===== src/hdl/rc4_pkg.sv =====
// Shared constants and controller/datapath interface types of the RC4 cipher.
package rc4_pkg;

  localparam int MAX_KEY_BYTES = 256;
  localparam int KEY_AW = (MAX_KEY_BYTES > 1) ? $clog2(MAX_KEY_BYTES) : 1;
  localparam int KEY_CW = $clog2(MAX_KEY_BYTES + 1);

  // Request kinds carried on the input tuser bit.
  localparam logic REQ_KEY  = 1'b0;
  localparam logic REQ_DATA = 1'b1;

  typedef struct packed {
    logic accept_key;   // store key byte, maybe start schedule
    logic accept_data;  // latch data byte, bump i, read S[i]
    logic data_rdj;     // bump j, read S[j]
    logic data_swap_i;  // write S[i], read S[t]
    logic data_swap_j;  // write S[j], form keystream
    logic out_load;     // load output register
    logic ksa_rd;       // read S[n] and key byte
    logic ksa_rdj;      // bump j, read S[j]
    logic ksa_wr_n;     // write S[n]
    logic ksa_wr_j;     // write S[j], advance n
  } rc4_cmd_t;

  typedef struct packed {
    logic ksa_last;     // current schedule step is the final one
    logic out_free;     // output register can take a result
  } rc4_sts_t;

endpackage


===== src/hdl/rc4_ctrl.sv =====
// Sequencing state machine of the RC4 cipher.
module rc4_ctrl (
  input  logic            clk,
  input  logic            rst,
  input  logic            in_valid,
  input  logic            in_req,
  input  logic            in_last,
  output logic            in_ready,
  output rc4_pkg::rc4_cmd_t cmd,
  input  rc4_pkg::rc4_sts_t sts
);
  import rc4_pkg::*;

  localparam logic [2:0] ST_IDLE = 3'd0;
  localparam logic [2:0] ST_D_RJ = 3'd1;
  localparam logic [2:0] ST_D_SW = 3'd2;
  localparam logic [2:0] ST_D_OUT = 3'd3;
  localparam logic [2:0] ST_K_RD = 3'd4;
  localparam logic [2:0] ST_K_RJ = 3'd5;
  localparam logic [2:0] ST_K_WN = 3'd6;
  localparam logic [2:0] ST_K_WJ = 3'd7;

  logic [2:0] state;
  logic [2:0] state_next;

  assign in_ready = (state == ST_IDLE);

  always_comb begin
    state_next = state;
    cmd = '0;
    case (state)
      ST_IDLE: begin
        if (in_valid) begin
          if (in_req == REQ_DATA) begin
            cmd.accept_data = 1'b1;
            state_next = ST_D_RJ;
          end else begin
            cmd.accept_key = 1'b1;
            if (in_last) state_next = ST_K_RD;
          end
        end
      end
      ST_D_RJ: begin
        cmd.data_rdj = 1'b1;
        state_next = ST_D_SW;
      end
      ST_D_SW: begin
        cmd.data_swap_i = 1'b1;
        state_next = ST_D_OUT;
      end
      ST_D_OUT: begin
        // hold here until the output register frees up
        cmd.data_swap_j = 1'b1;
        cmd.out_load = sts.out_free;
        if (sts.out_free) state_next = ST_IDLE;
      end
      ST_K_RD: begin
        cmd.ksa_rd = 1'b1;
        state_next = ST_K_RJ;
      end
      ST_K_RJ: begin
        cmd.ksa_rdj = 1'b1;
        state_next = ST_K_WN;
      end
      ST_K_WN: begin
        cmd.ksa_wr_n = 1'b1;
        state_next = ST_K_WJ;
      end
      ST_K_WJ: begin
        cmd.ksa_wr_j = 1'b1;
        state_next = sts.ksa_last ? ST_IDLE : ST_K_RD;
      end
      default: begin
        state_next = ST_IDLE;
      end
    endcase
  end

  always_ff @(posedge clk) begin
    if (rst) begin
      state <= ST_IDLE;
    end else begin
      state <= state_next;
    end
  end

endmodule


===== config.mk =====
export PLATFORM = sky130hd
export DESIGN_NAME = rc4_ctrl
export DESIGN_NICKNAME = d
export VERILOG_FILES = /design/src/hdl/rc4_pkg.sv /design/src/hdl/rc4_ctrl.sv
export SDC_FILE = /design/constraint.sdc
export NUM_CORES = 1
export LEC_CHECK = 0
export BUFFER_PORTS_ARGS = -buffer_cell sky130_fd_sc_hd__buf_2
export CAP_MARGIN = 20
export CORE_AREA = 2 2 39 41
export DETAILED_ROUTE_END_ITERATION = 6
export DIE_AREA = 0 0 41 43
export PLACE_DENSITY = 0.47
export SLEW_MARGIN = 0
export SYNTH_ARGS = -nofsm -noshare
export SYNTH_HDL_FRONTEND = slang
export SYNTH_SLANG_ARGS = --single-unit

===== constraint.sdc =====
create_clock -name clk -period 1.27 [get_ports clk]
set_input_delay 0.254 -clock clk [delete_from_list [all_inputs] [get_ports clk]]
set_output_delay 0.254 -clock clk [all_outputs]
set_load 0.02 [all_outputs]

# [Word level (Yosys, flattened, before mapping)]
# Index checks and enable logic that the tools add are counted.
# W data, S select, Z words.
[op_classes] eq_ne=10 n_mux=17 n_reduce_logical=2
[op_table] cell="$pmux W3 S8" count=1
[op_table] cell="$mux W3" count=5
[op_table] cell="$eq A3 B3 Y1 const B" count=4
[op_table] cell="$mux W1" count=8
[op_table] cell="$eq A3 B2 Y1 const B" count=2
[op_table] cell="$mux W2" count=3
[op_table] cell="$ne A2 B2 Y1 const B" count=2
[op_table] cell="$eq A3 B1 Y1 const B" count=1
[op_table] cell="$logic_not A3 Y1" count=1
[op_table] cell="$ne A3 B3 Y1 const B" count=1
[op_table] cell="$reduce_and A3 Y1" count=1
[word_totals] wordCells=30 regBits=3 input_bits=7

# [Longest topological paths before layout]
[depth] depth_word=4 ltp_mapped=3

# [Worst setup path before layout]
# Ideal clock, no wire load.
[synth_timing] path_type="register to output" start="register state[1]" end="output cmd[9] (netlist name)" setup_slack_ps=-284 path_buffers=0 required_ps=1016 path_stages_with_launch=3 arrival_ps=1300 path_cell_list="dfxtp_1 -> nor3_1 -> and3b_1"
[synth_lines] item="start, declared" line_no="rc4_ctrl.sv:23" text="logic [2:0] state;"
[synth_lines] item="start signal, assigned" line_no="rc4_ctrl.sv:83" text="state <= state_next;"
[synth_lines] item="end, declared" line_no="rc4_ctrl.sv:9" text="output rc4_pkg::rc4_cmd_t cmd,"

==> impl_metrics.json <==
{
  "antenna_found_initial": 0,
  "grt_pass1_vias": 338,
  "fp.coreArea_mm2": 0.00138,
  "yosysMostFrequentCell": "nor3b_1",
  "synthMuxAreaShare": 0,
  "crit_buf_inv": 1,
  "cp_slowest_cell": "dfxtp_4",
  "synth_area_per_cell_um2": 8.43,
  "cp_cell_sequence": "nor3_4 > and3b_1 > buf_4",
  "synth_top_cell_by_area": "dfxtp_1",
  "grtUsageTotal": 0.117,
  "synthArstFlopShare": 0,
  "finalSetupViolCount": 9,
  "path_delay_family": "simple AND/OR/NAND/NOR gates",
  "overflow": 0,
  "fmax_mhz": 726,
  "tightest_slew_ns": 0.253,
  "clock_path_buffers": 2,
  "first_pass_iters": 4,
  "io_buffers": 17,
  "postCtsHoldBufs": 0,
  "irDropWorstVdd_uv": 567,
  "synth_top_family_by_area": "simple AND/OR/NAND/NOR gates",
  "seq_area_frac_synth": 0.264,
  "rsz0062_at_grt": "yes",
  "synthTopCellsByCount": "nor3b_1 (4), and3b_1 (3), buf_2 (3), dfxtp_1 (3), and3_1 (2)",
  "cts_sinks": 3,
  "worstPathRequired_ns": 1.02,
  "cts.clk_slew.worst_paths_ns": 0.04,
  "place_congestion": 0.711,
  "violations": "negative setup slack",
  "dieHeight_um": 43,
  "hpwl_um": 482,
  "avgRoutedWirePerCell_um": 11.6,
  "ys.flop_type": "dfxtp_1",
  "root_buffer": "clkbuf_4",
  "wl_um": 868,
  "top_register": "state",
  "num-nets-final": 67,
  "die_x_um": 41,
  "synth.distinct_cells": 17,
  "synth_edf_count": 0,
  "synth-compound-area-share": 0.187,
  "synth_xor_area_frac": 0,
  "drc": 0,
  "critical_path.max_stage_delay_ns": 0.36,
  "clock_skew_ns": 0.00161,
  "vias": 345,
  "ant_nets": 0,
  "grt_pass1_wl_mm": 1.37,
  "cp_data_arrival_time_ns": 1.12,
  "outcome": "finished, violations left",
  "powerDensity_mw_per_mm2": 1020,
  "synth.top_cell.area_share": 0.264,
  "synth_area_leaders": "dfxtp_1 (26%), nor3b_1 (13%), and3b_1 (12%)",
  "setup.worst_path.class": "reg2out",
  "fin_area_um2": 553,
  "area_delta_synth_final_pct": 143,
  "syn_nets": 34,
  "hold_ws_ns": 0.271,
  "largest_reg_flops": 3,
  "synth_cells": 27,
  "clk_latency_ns": 0.23,
  "maxCapViolations": 0,
  "crit_path_max_fanout": 6,
  "period_needed_ns": 1.38,
  "startpoint_type": "flop",
  "p_leak_nw": 0.287,
  "largest_registers": "state (3)",
  "end_kind": "primary output",
  "cts_tree": "built",
  "hp-class": "in2reg",
  "viasPerCell": 4.60,
  "period_share": 1.08,
  "synth_simple_gate_area_frac": 0.467,
  "max_slew_margin": 0.829,
  "h-tree-depth": 1,
  "netlist_area_um2": 228,
  "dp_slack_ns": -0.0183,
  "place_area_um2": 373,
  "synth_fa_ha_area_frac": 0,
  "yosys_warnings": 0,
  "ios": 18,
  "rows": 14,
  "timing.final.hold_violations": 0,
  "fp.dieArea_mm2": 0.00176,
  "synth_seq_cells": 3,
  "diodes": 0,
  "numCtsBuffers": 3,
  "worst_slack_ns": -0.108,
  "grt_max_degree": 10,
  "drt_iter0_markers": 1,
  "drive_gt1_frac": 0.763,
  "maxSlewViolCount": 0,
  "nFillCells": 151,
  "start_util": 0.165
}
## logic make-up after synthesis
| logic type | count (synthesis) |
|---|---|
| AND/OR/NAND/NOR | 15 |
| flip-flops | 3 |
| buffers and inverters | 4 |
| AO/OA/AOI/OAI | 5 |
## metrics by stage
stage	utilization	instances	power, mW	TNS (ns)
6_report	0.400	75	0.565	-0.480
3_5_place_dp	0.269	61	0.297	-0.0411
5_1_grt	0.400	75	0.604	-0.943
3_3_place_gp	0.269	61	0.298	-0.0570
2_1_floorplan	-	27	0.232	-0.0896
4_1_cts	0.367	72	0.541	-0.591
## layout by cell type, fill, tap and decap left out
master    netlist  final
and3_1          2      1
nor4bb_1        1      1
buf_4           0     18
or4b_4          0      1
nand2_1         1      1
inv_1           1      1
nor3b_2         0      4
clkbuf_4        0      3
a32o_1          1      1
dfxtp_4         0      3
buf_2           3      7
a211oi_1        1      1
nand3_1         1      1
clkbuf_1        0      1
o211ai_1        1      1
o211a_1         1      1
nor3_4          0      1
and3_4          0      1
and3b_1         3      3
buf_6           0      6
o31ai_2         0      1
nor2_1          1      1
## path summary, 6_finish.rpt
path	slack, ns	end	startpoint	cells after the start
setup / recovery	-0.11	cmd[9]	state[0]$_SDFFE_PP0P_	3
hold / removal	0.27	state[0]$_SDFFE_PP0P_	rst	2
setup reg to reg	0.03	state[0]$_SDFFE_PP0P_	state[1]$_SDFFE_PP0P_	4
hold reg to reg	0.62	state[0]$_SDFFE_PP0P_	state[0]$_SDFFE_PP0P_	2
## layout make-up
type / count / area (µm²) / share of cell area
clock buffers: 4 / 26.3 / 0.0475
multi-input cells: 20 / 194 / 0.351
repair buffers: 31 / 238 / 0.430
flip-flops and latches: 3 / 71.3 / 0.129
well taps: 16 / 20.0 / 0.0362
inverters: 1 / 3.75 / 0.00679
## report_power, final
part           switching [mW]  leakage (nW)  internal (mW)
combinational           0.115         0.246          0.150
sequential             0.0251        0.0267          0.109
clock                  0.0490        0.0150          0.118
total                   0.189         0.287          0.376
## layer usage
layer  vias up  track usage  share of wire
met3         3       0.0366          0.013
li1        168            -              -
met2         7        0.169           0.63
met1       167        0.129           0.34
met4         0        0.100          0.018
met5         -            0              0
## repair_timing
item,CTS,global route
resized for setup,20,8
cloned,0,0
setup buffers,7,3
endpoints found under the setup margin,11,12
pin swaps,3,3
(Power assumes the default switching activity.)
