<file path="config.mk">
export PLATFORM = sky130hd
export DESIGN_NAME = rc4_dp
export DESIGN_NICKNAME = d
export VERILOG_FILES = /design/src/hdl/rc4_pkg.sv /design/src/hdl/rc4_dp.sv
export SDC_FILE = /design/constraint.sdc
export NUM_CORES = 2
export LEC_CHECK = 0
export BUFFER_PORTS_ARGS = -buffer_cell sky130_fd_sc_hd__clkbuf_2
export CORE_MARGIN = 1
export CORE_UTILIZATION = 40
export CTS_CLUSTER_DIAMETER = 50
export DETAILED_ROUTE_END_ITERATION = 8
export HOLD_SLACK_MARGIN = 0.08
export PLACE_DENSITY_LB_ADDON = 0.05
export SKIP_CTS_REPAIR_TIMING = 1
export SKIP_LAST_GASP = 1
export SLEW_MARGIN = 0
export SYNTH_ARGS = -nofsm -noshare
export SYNTH_HDL_FRONTEND = slang
export SYNTH_SLANG_ARGS = --single-unit
export TNS_END_PERCENT = 50
</file>
<file path="constraint.sdc">
create_clock -name clk -period 18.25 [get_ports clk]
set_input_delay 3.65 -clock clk [delete_from_list [all_inputs] [get_ports clk]]
set_output_delay 3.65 -clock clk [all_outputs]
set_load 0.01 [all_outputs]
</file>
<file path="src/hdl/rc4_pkg.sv">
// Shared constants and controller/datapath interface types of the RC4 cipher.
package rc4_pkg;

  localparam int MAX_KEY_BYTES = 256;
  localparam int KEY_AW = (MAX_KEY_BYTES > 1) ? $clog2(MAX_KEY_BYTES) : 1;
  localparam int KEY_CW = $clog2(MAX_KEY_BYTES + 1);

  // Request kinds carried on the input tuser bit.
  localparam logic REQ_KEY  = 1'b0;
  localparam logic REQ_DATA = 1'b1;

  typedef struct packed {
    logic accept_key;   // store key byte, maybe start schedule
    logic accept_data;  // latch data byte, bump i, read S[i]
    logic data_rdj;     // bump j, read S[j]
    logic data_swap_i;  // write S[i], read S[t]
    logic data_swap_j;  // write S[j], form keystream
    logic out_load;     // load output register
    logic ksa_rd;       // read S[n] and key byte
    logic ksa_rdj;      // bump j, read S[j]
    logic ksa_wr_n;     // write S[n]
    logic ksa_wr_j;     // write S[j], advance n
  } rc4_cmd_t;

  typedef struct packed {
    logic ksa_last;     // current schedule step is the final one
    logic out_free;     // output register can take a result
  } rc4_sts_t;

endpackage

</file>
<file path="src/hdl/rc4_dp.sv">
// Datapath of the RC4 cipher: permutation and key memories, indices, output register.
module rc4_dp (
  input  logic            clk,
  input  logic            rst,
  input  rc4_pkg::rc4_cmd_t cmd,
  output rc4_pkg::rc4_sts_t sts,
  input  logic [7:0]      in_byte,
  input  logic            in_last,
  output logic            out_valid,
  input  logic            out_ready,
  output logic [7:0]      out_byte
);
  import rc4_pkg::*;

  // permutation memory; an entry not written since the last reload reads as its address
  logic [7:0]   perm_mem [256];
  logic [255:0] perm_vld;
  logic [7:0]   perm_rd;
  logic         perm_rd_vld;
  logic [7:0]   perm_rd_addr;
  logic [7:0]   perm_q;

  logic         perm_re;
  logic [7:0]   perm_ra;
  logic         perm_we;
  logic [7:0]   perm_wa;
  logic [7:0]   perm_wd;

  logic [7:0]   key_mem [MAX_KEY_BYTES];
  logic [7:0]   key_q;

  logic [7:0]        idx_i;
  logic [7:0]        idx_j;
  logic [7:0]        j_next;
  logic [KEY_CW-1:0] key_fill;
  logic [KEY_CW-1:0] fill_inc;
  logic              fill_room;
  logic [KEY_CW-1:0] key_len;
  logic [KEY_AW-1:0] kidx;
  logic              kidx_wrap;

  logic [7:0] si_q;
  logic [7:0] sj_q;
  logic [7:0] t_q;
  logic [7:0] din_q;
  logic [7:0] ks;

  assign perm_q = perm_rd_vld ? perm_rd : perm_rd_addr;

  assign fill_room = (key_fill < KEY_CW'(MAX_KEY_BYTES));
  assign fill_inc = fill_room ? key_fill + KEY_CW'(1) : key_fill;
  assign kidx_wrap = ((KEY_CW'(kidx) + KEY_CW'(1)) == key_len);

  assign j_next = idx_j + perm_q + (cmd.ksa_rdj ? key_q : 8'd0);

  // later swap write wins when the keystream index hits a swapped entry
  assign ks = (t_q == idx_j) ? si_q :
              (t_q == idx_i) ? sj_q : perm_q;

  assign sts.ksa_last = (idx_i == 8'hFF);
  assign sts.out_free = !out_valid || out_ready;

  always_comb begin
    perm_re = 1'b0;
    perm_ra = idx_i;
    perm_we = 1'b0;
    perm_wa = idx_i;
    perm_wd = perm_q;
    if (cmd.accept_data) begin
      perm_re = 1'b1;
      perm_ra = idx_i + 8'd1;
    end
    if (cmd.ksa_rd) begin
      perm_re = 1'b1;
      perm_ra = idx_i;
    end
    if (cmd.data_rdj || cmd.ksa_rdj) begin
      perm_re = 1'b1;
      perm_ra = j_next;
    end
    if (cmd.data_swap_i) begin
      perm_we = 1'b1;
      perm_wa = idx_i;
      perm_wd = perm_q;
      perm_re = 1'b1;
      perm_ra = si_q + perm_q;
    end
    if (cmd.ksa_wr_n) begin
      perm_we = 1'b1;
      perm_wa = idx_i;
      perm_wd = perm_q;
    end
    if (cmd.data_swap_j || cmd.ksa_wr_j) begin
      perm_we = 1'b1;
      perm_wa = idx_j;
      perm_wd = si_q;
    end
  end

  // read-first memory: a read in a write cycle returns the old contents
  always_ff @(posedge clk) begin
    if (perm_we) perm_mem[perm_wa] <= perm_wd;
    if (perm_re) begin
      perm_rd      <= perm_mem[perm_ra];
      perm_rd_addr <= perm_ra;
    end
  end

  always_ff @(posedge clk) begin
    if (rst) begin
      perm_vld    <= '0;
      perm_rd_vld <= 1'b0;
    end else begin
      if (perm_re) perm_rd_vld <= perm_vld[perm_ra];
      if (cmd.accept_key && in_last) begin
        perm_vld <= '0;
      end else if (perm_we) begin
        perm_vld[perm_wa] <= 1'b1;
      end
    end
  end

  always_ff @(posedge clk) begin
    if (cmd.accept_key && fill_room) key_mem[key_fill[KEY_AW-1:0]] <= in_byte;
    if (cmd.ksa_rd) key_q <= key_mem[kidx];
  end

  always_ff @(posedge clk) begin
    if (rst) begin
      idx_i     <= '0;
      idx_j     <= '0;
      key_fill  <= '0;
      key_len   <= '0;
      kidx      <= '0;
      out_valid <= 1'b0;
    end else begin
      if (cmd.accept_key) begin
        key_fill <= in_last ? '0 : fill_inc;
        if (in_last) begin
          key_len <= fill_inc;
          idx_i   <= '0;
          idx_j   <= '0;
          kidx    <= '0;
        end
      end
      if (cmd.accept_data) idx_i <= idx_i + 8'd1;
      if (cmd.data_rdj || cmd.ksa_rdj) idx_j <= j_next;
      if (cmd.ksa_wr_j) begin
        idx_i <= idx_i + 8'd1;
        kidx  <= kidx_wrap ? '0 : kidx + KEY_AW'(1);
        if (sts.ksa_last) idx_j <= '0;
      end
      if (cmd.out_load) begin
        out_valid <= 1'b1;
      end else if (out_ready) begin
        out_valid <= 1'b0;
      end
    end
  end

  always_ff @(posedge clk) begin
    if (cmd.accept_data) din_q <= in_byte;
    if (cmd.data_rdj || cmd.ksa_rdj) si_q <= perm_q;
    if (cmd.data_swap_i) begin
      sj_q <= perm_q;
      t_q  <= si_q + perm_q;
    end
    if (cmd.out_load) out_byte <= din_q ^ ks;
  end

endmodule

</file>
### After elaboration in Yosys (flattened, before gate mapping)

Memories as Yosys holds them, arrays and structs flattened. A register that Yosys moved wholly into a read port is not among the register bits.
Index checks and enable logic that the tools add are counted.

* memories kept: 2
* word-level logic and storage cells: 89
* output and inout port bits: 11
* register bits after elaboration: 348
* bits in writable memories: 4096
* bits of input ports: 22

* equality and inequality tests: 4
* bitwise operators: 2
* muxes and demuxes: 40
* reductions and logical operators: 16
* $add $sub $neg: 7
* magnitude comparators: 4

Memories
* key_mem: words 256, width 8, read ports 1, clocked after memory_dff 1, wr ports 1, RTL line rc4_dp.sv:29 `logic [7:0] key_mem [MAX_KEY_BYTES];`
* perm_mem: words 256, width 8, read ports 1, clocked after memory_dff 1, wr ports 1, RTL line rc4_dp.sv:16 `logic [7:0] perm_mem [256];`

Operator list (number)
* $or 256x256->256: 1
* $mux 8: 21
* $add 8x8->8: 3
* $lt 8x9->1 const B: 2
* $mux 9: 2
* $add 8x1->8 const B: 2
* $eq 8x8->1: 2
* $mux 1: 15
* $add 8x1->9 const B: 1
* $add 9x1->9 const B: 1
* $eq 9x9->1: 1
* $lt 9x9->1 const B: 1
* $bmux 1 s8: 1
* $demux 1 s8: 1
* $eq 8x8->1 const B: 1
* $ge 8x1->1 const B: 1
* $xor 8x8->8: 1
* $reduce_and 2->1: 3
* $reduce_bool 2->1: 3
* $reduce_bool 3->1: 2
* $logic_and 1x1->1: 3
* $logic_or 1x1->1: 3
* $reduce_or 2->1: 1
* $logic_not 1->1: 1

### Logic depth before layout (Yosys ltp)

* word-level depth: 7
* mapped depth: 21
* gate-level depth less buffers: 16

### Least setup slack after synthesis

No wires, ideal clock.

* kind: in2reg
* from: input cmd[5] (netlist bit)
* to: memory perm_mem[0][0], data pin
* library setup time: 2.188 ns
* stages on the path: 4
* buffers on the path: 2
* arrival: 14.251 ns
* setup slack: 1.811 ns
* required time: 16.062 ns
* cells stage by stage: or2_2 > clkbuf_1 > clkbuf_1 > o21ai_0

* longest elaborated chain between the ends: 2

RTL lines
* start: declaration: RTL line rc4_dp.sv:5 `input rc4_pkg::rc4_cmd_t cmd,`
* $logic_or 1x1->1: RTL line rc4_dp.sv:93 `if (cmd.data_swap_j || cmd.ksa_wr_j) begin`
* $mux 8: RTL line rc4_dp.sv:93
* net perm_wd[0]: RTL line rc4_dp.sv:27 `logic [7:0] perm_wd;`
* end: declaration: RTL line rc4_dp.sv:16

The timed path passes the listed nets, and every way through them passes these cells.

### Worst setup path in the final report

* from: input cmd[2] (netlist bit)
* to: register perm_rd[6], read port of perm_mem, data pin

* longest elaborated chain between the ends: 4
* elaborated cells on any way between the ends: 7
* those cells by class: add/sub (1); mux (5); reduce/logical (1)

RTL lines
* $mux 8: RTL line rc4_dp.sv:54 `assign j_next = idx_j + perm_q + (cmd.ksa_rdj ? key_q : 8'd0);`
* $add 8x8->8: RTL line rc4_dp.sv:54
* $mux 8: RTL line rc4_dp.sv:77 `if (cmd.data_rdj || cmd.ksa_rdj) begin`
* $mux 8: RTL line rc4_dp.sv:81 `if (cmd.data_swap_i) begin`
* end: declaration: RTL line rc4_dp.sv:18 `logic [7:0] perm_rd;`

Several ways; a longest one is shown, not always the timed one.
A chain may end at the register's enable or synchronous reset.

==> out/metrics.csv <==
stage,metric,value,unit
floorplan,io_pins,33,
synthesis,synth_area_leader_cell,edfxtp_1,
sta,slew_violations,10,
setup_path,end_kind,flop,
grt,grt-ovfl-total,0,
synthesis,ys_types,75,
floorplan,row_count,243,
grt,grt_max_degree,192,
clock_network,clkTransAtPathRegs,50,ps
setup_path,cp.required,19100,ps
synthesis,synth_area_per_cell,16.2,um2
synthesis,synth_nets,10951,
sta,tightest_slew,1500,ps
floorplan,start_util,40.3,%
outcome,violations,"max-capacitance violations, max-slew violations",
setup_path,r2r_cells,19,
final_layout,final_nets,11003,
sta,rsz0062_at_grt,no,
grt,grt_pass1_wl,768,mm
drt,num_vias,99763,
final_layout,drive_gt1_share,16.7,%
setup_path,worst-path-max-fanout,127,
synthesis,synth_area_leaders,"edfxtp_1 (71%), mux4_2 (8.8%), nand2_1 (3.5%)",
placement,place_inst,16279,
clock_network,clock_latency,1050,ps
power,ir_worst_vdd,0.362,mV
setup_path,r2r_start,perm_rd_vld,
synthesis,synth_top_cells_by_count,"edfxtp_1 (4160), nand2_1 (1658), mux4_2 (695)",
floorplan,die_w,667,um
power,p_leak,64.5,nW
final_layout,synthToLayoutAreaGrowth,14.3,%
setup_path,rr_endpoint,perm_rd[6],
grt,track_usage,24.0,%
synthesis,yosys_register_bits,4460,
drt,wl_per_cell,31.3,um
sta,finalSetupTns,0,ps
setup_path,worstPathArrival,10330,ps
grt,grt_pass1_vias,99050,
synthesis,syn_inst,10900,
synthesis,yosysMostFrequentCell,edfxtp_1,
drt,drc,0,
setup_path,rrSetupSlack,10400,ps
setup_path,worst-setup-path-type,input port to flop,
drt,dr.pass1.iters,8,
sta,final.min_clock_period,9480,ps
outcome,status,finished with violations,
sta,fin_skew,42.6,ps
job,drv_cap,2,
final_layout,layout.cells.non_filler,17283,
synthesis,yosysSeqAreaShare,74.0,%
grt,antenna_found_initial,27,
sta,hold_viol,0,
worst_hold_path,hp-class,flop to flop,
floorplan,die_h,667,um
placement,gp_congestion,0.825,
drt,drt_iter0_drc,10274,
floorplan,die_area,445000,um2
clock_network,cts_made_buffers,550,
sta,period_share,51.9,%
setup_path,crit_end,perm_rd[6],
sta,setup_viol,0,
clock_network,cts_sinks,4460,
drt,via_per_inst,5.77,
setup_path,cp-start-kind,input port,
synthesis,synth.yosys.warnings,0,
synthesis,syn-cell-area,177000,um2
clock_network,cts.htree.levels,6,
power,power_density,183,nW/um2
synthesis,ys_async_sr_fraction,0,%
placement,port-buffer-count,32,
sta,clock.fmax,105,MHz
drt,ant_nets,0,
floorplan,coreArea,439000,um2
clock_network,cts_root_buf,clkbuf_16,
sta,slew_headroom,-0.698,%
drt,wirelength,542,mm
synthesis,synth-edff-count,4160,
synthesis,synth_top_area_share,70.6,%
clock_network,cts_tree,yes,
placement,place_hpwl,316,mm
synthesis,yosys_most_used_dff,edfxtp_1,
clock_network,clock_path_buffers,4,
setup_path,startpoint,cmd[2],
## cell families (layout without fill, tap and decap cells)
logic type               count (synthesis)  in the layout  share of synthesized area, %
multiplexers                           887            887                          9.93
other                                    0              5                             0
XOR/XNOR                                59             59                         0.292
AND/OR/NAND/NOR                       3192           3192                          7.75
AO/OA/AOI/OAI                         1430           1430                          5.80
adder cells (fa/ha/maj)                 29             29                         0.243
buffers and inverters                  843           1341                          2.02
flip-flops                            4460           4460                          74.0
## metal layers
| layer | vias to the layer above | part of all wire [%] | GRT usage [%] |
|---|---|---|---|
| met2 | 3427 | 48 | 38.9 |
| li1 | 42868 | - | - |
| met4 | 6 | 3.0 | 7.12 |
| met1 | 52692 | 43 | 33.6 |
| met3 | 770 | 6.0 | 3.51 |
| met5 | - | 0.0076 | 0 |
## final cells by class
class	count	area [um2]
inverters	80	333
well taps	5880	7360
clock buffers	726	15400
fillers	37895	237000
repair buffers	263	2320
clock inverters	272	3010
multi-input cells	5597	43000
flip-flops and latches	4460	131000
diodes	5	12.5
## flip-flops by register name, indices dropped and copies added (netlist names), 9 cells and up
| name | flops |
|---|---|
| key_mem | 2048 |
| perm_vld | 256 |
| perm_mem | 2048 |
| key_fill | 9 |
| key_len | 9 |
## stage by stage
step	util, %	setup slack, ps	instance area [um2]	hold slack, ps	power (mW)
after floorplan	-	1810	177000	433	20.6
after global placement	41.9	7680	184000	439	26.2
after detailed placement	41.9	7710	184000	445	26.3
after CTS	46.0	8840	202000	457	37.3
after global routing	46.1	8550	202000	477	38.4
final	46.1	8770	202000	453	37.1
## worst max-delay path: stages
cell	delay (ps)
clkbuf_2	200
and2_1	190
fa_1	430
ha_1	360
a31oi_4	230
and2_4	400
inv_8	570
buf_12	460
buf_4	770
mux2i_1	170
a221oi_1	370
a211oi_1	90
or4_1	660
a22oi_1	810
o311ai_1	240
nor4_1	300
## cells in the final DEF, fill, tap and decap left out, types with 32 or more instances in the layout
cell        Yosys  layout
a211oi_1      283     281
a21oi_1       143     139
a221oi_1       39      39
a311oi_1      217     217
a31oi_1       199     198
and3_1        280     280
buf_4          23     203
bufinv_16       0      52
clkbuf_1      409     115
clkbuf_16       0     581
clkbuf_8        0      38
clkinv_1        2      61
clkinv_2        0      70
clkinvlp_4      0      34
dfxtp_1       300     293
edfxtp_1     4160    4160
inv_1          75      72
mux2i_1       183     178
mux4_2        695     695
nand2_1      1658    1633
nand3_1       492     486
nor2_1        605     594
nor3_1         45      43
o21a_1        258     258
o21ai_0       116     109
o22ai_1        33      33
xnor2_1        32      32
## how the worst min path moves through the flow
stage               endpoint  slack, ps          start  cells after the start
2_1_floorplan  perm_vld[105]        430  perm_vld[105]                      1
3_3_place_gp    perm_vld[16]        440   perm_vld[16]                      1
3_5_place_dp   perm_vld[168]        440  perm_vld[168]                      1
4_1_cts         perm_vld[16]        460   perm_vld[16]                      1
5_1_grt        perm_vld[116]        480  perm_vld[116]                      1
6_report        perm_vld[16]        450   perm_vld[16]                      1
## where the power goes
part           switching, mW  leakage [nW]  internal [mW]
clock                   4.32          8.91           6.69
sequential            0.0785          39.9           12.0
combinational           10.4          15.6           3.58
total                   14.8          64.5           22.3
Note: power is estimated with default switching activity, not from simulation.
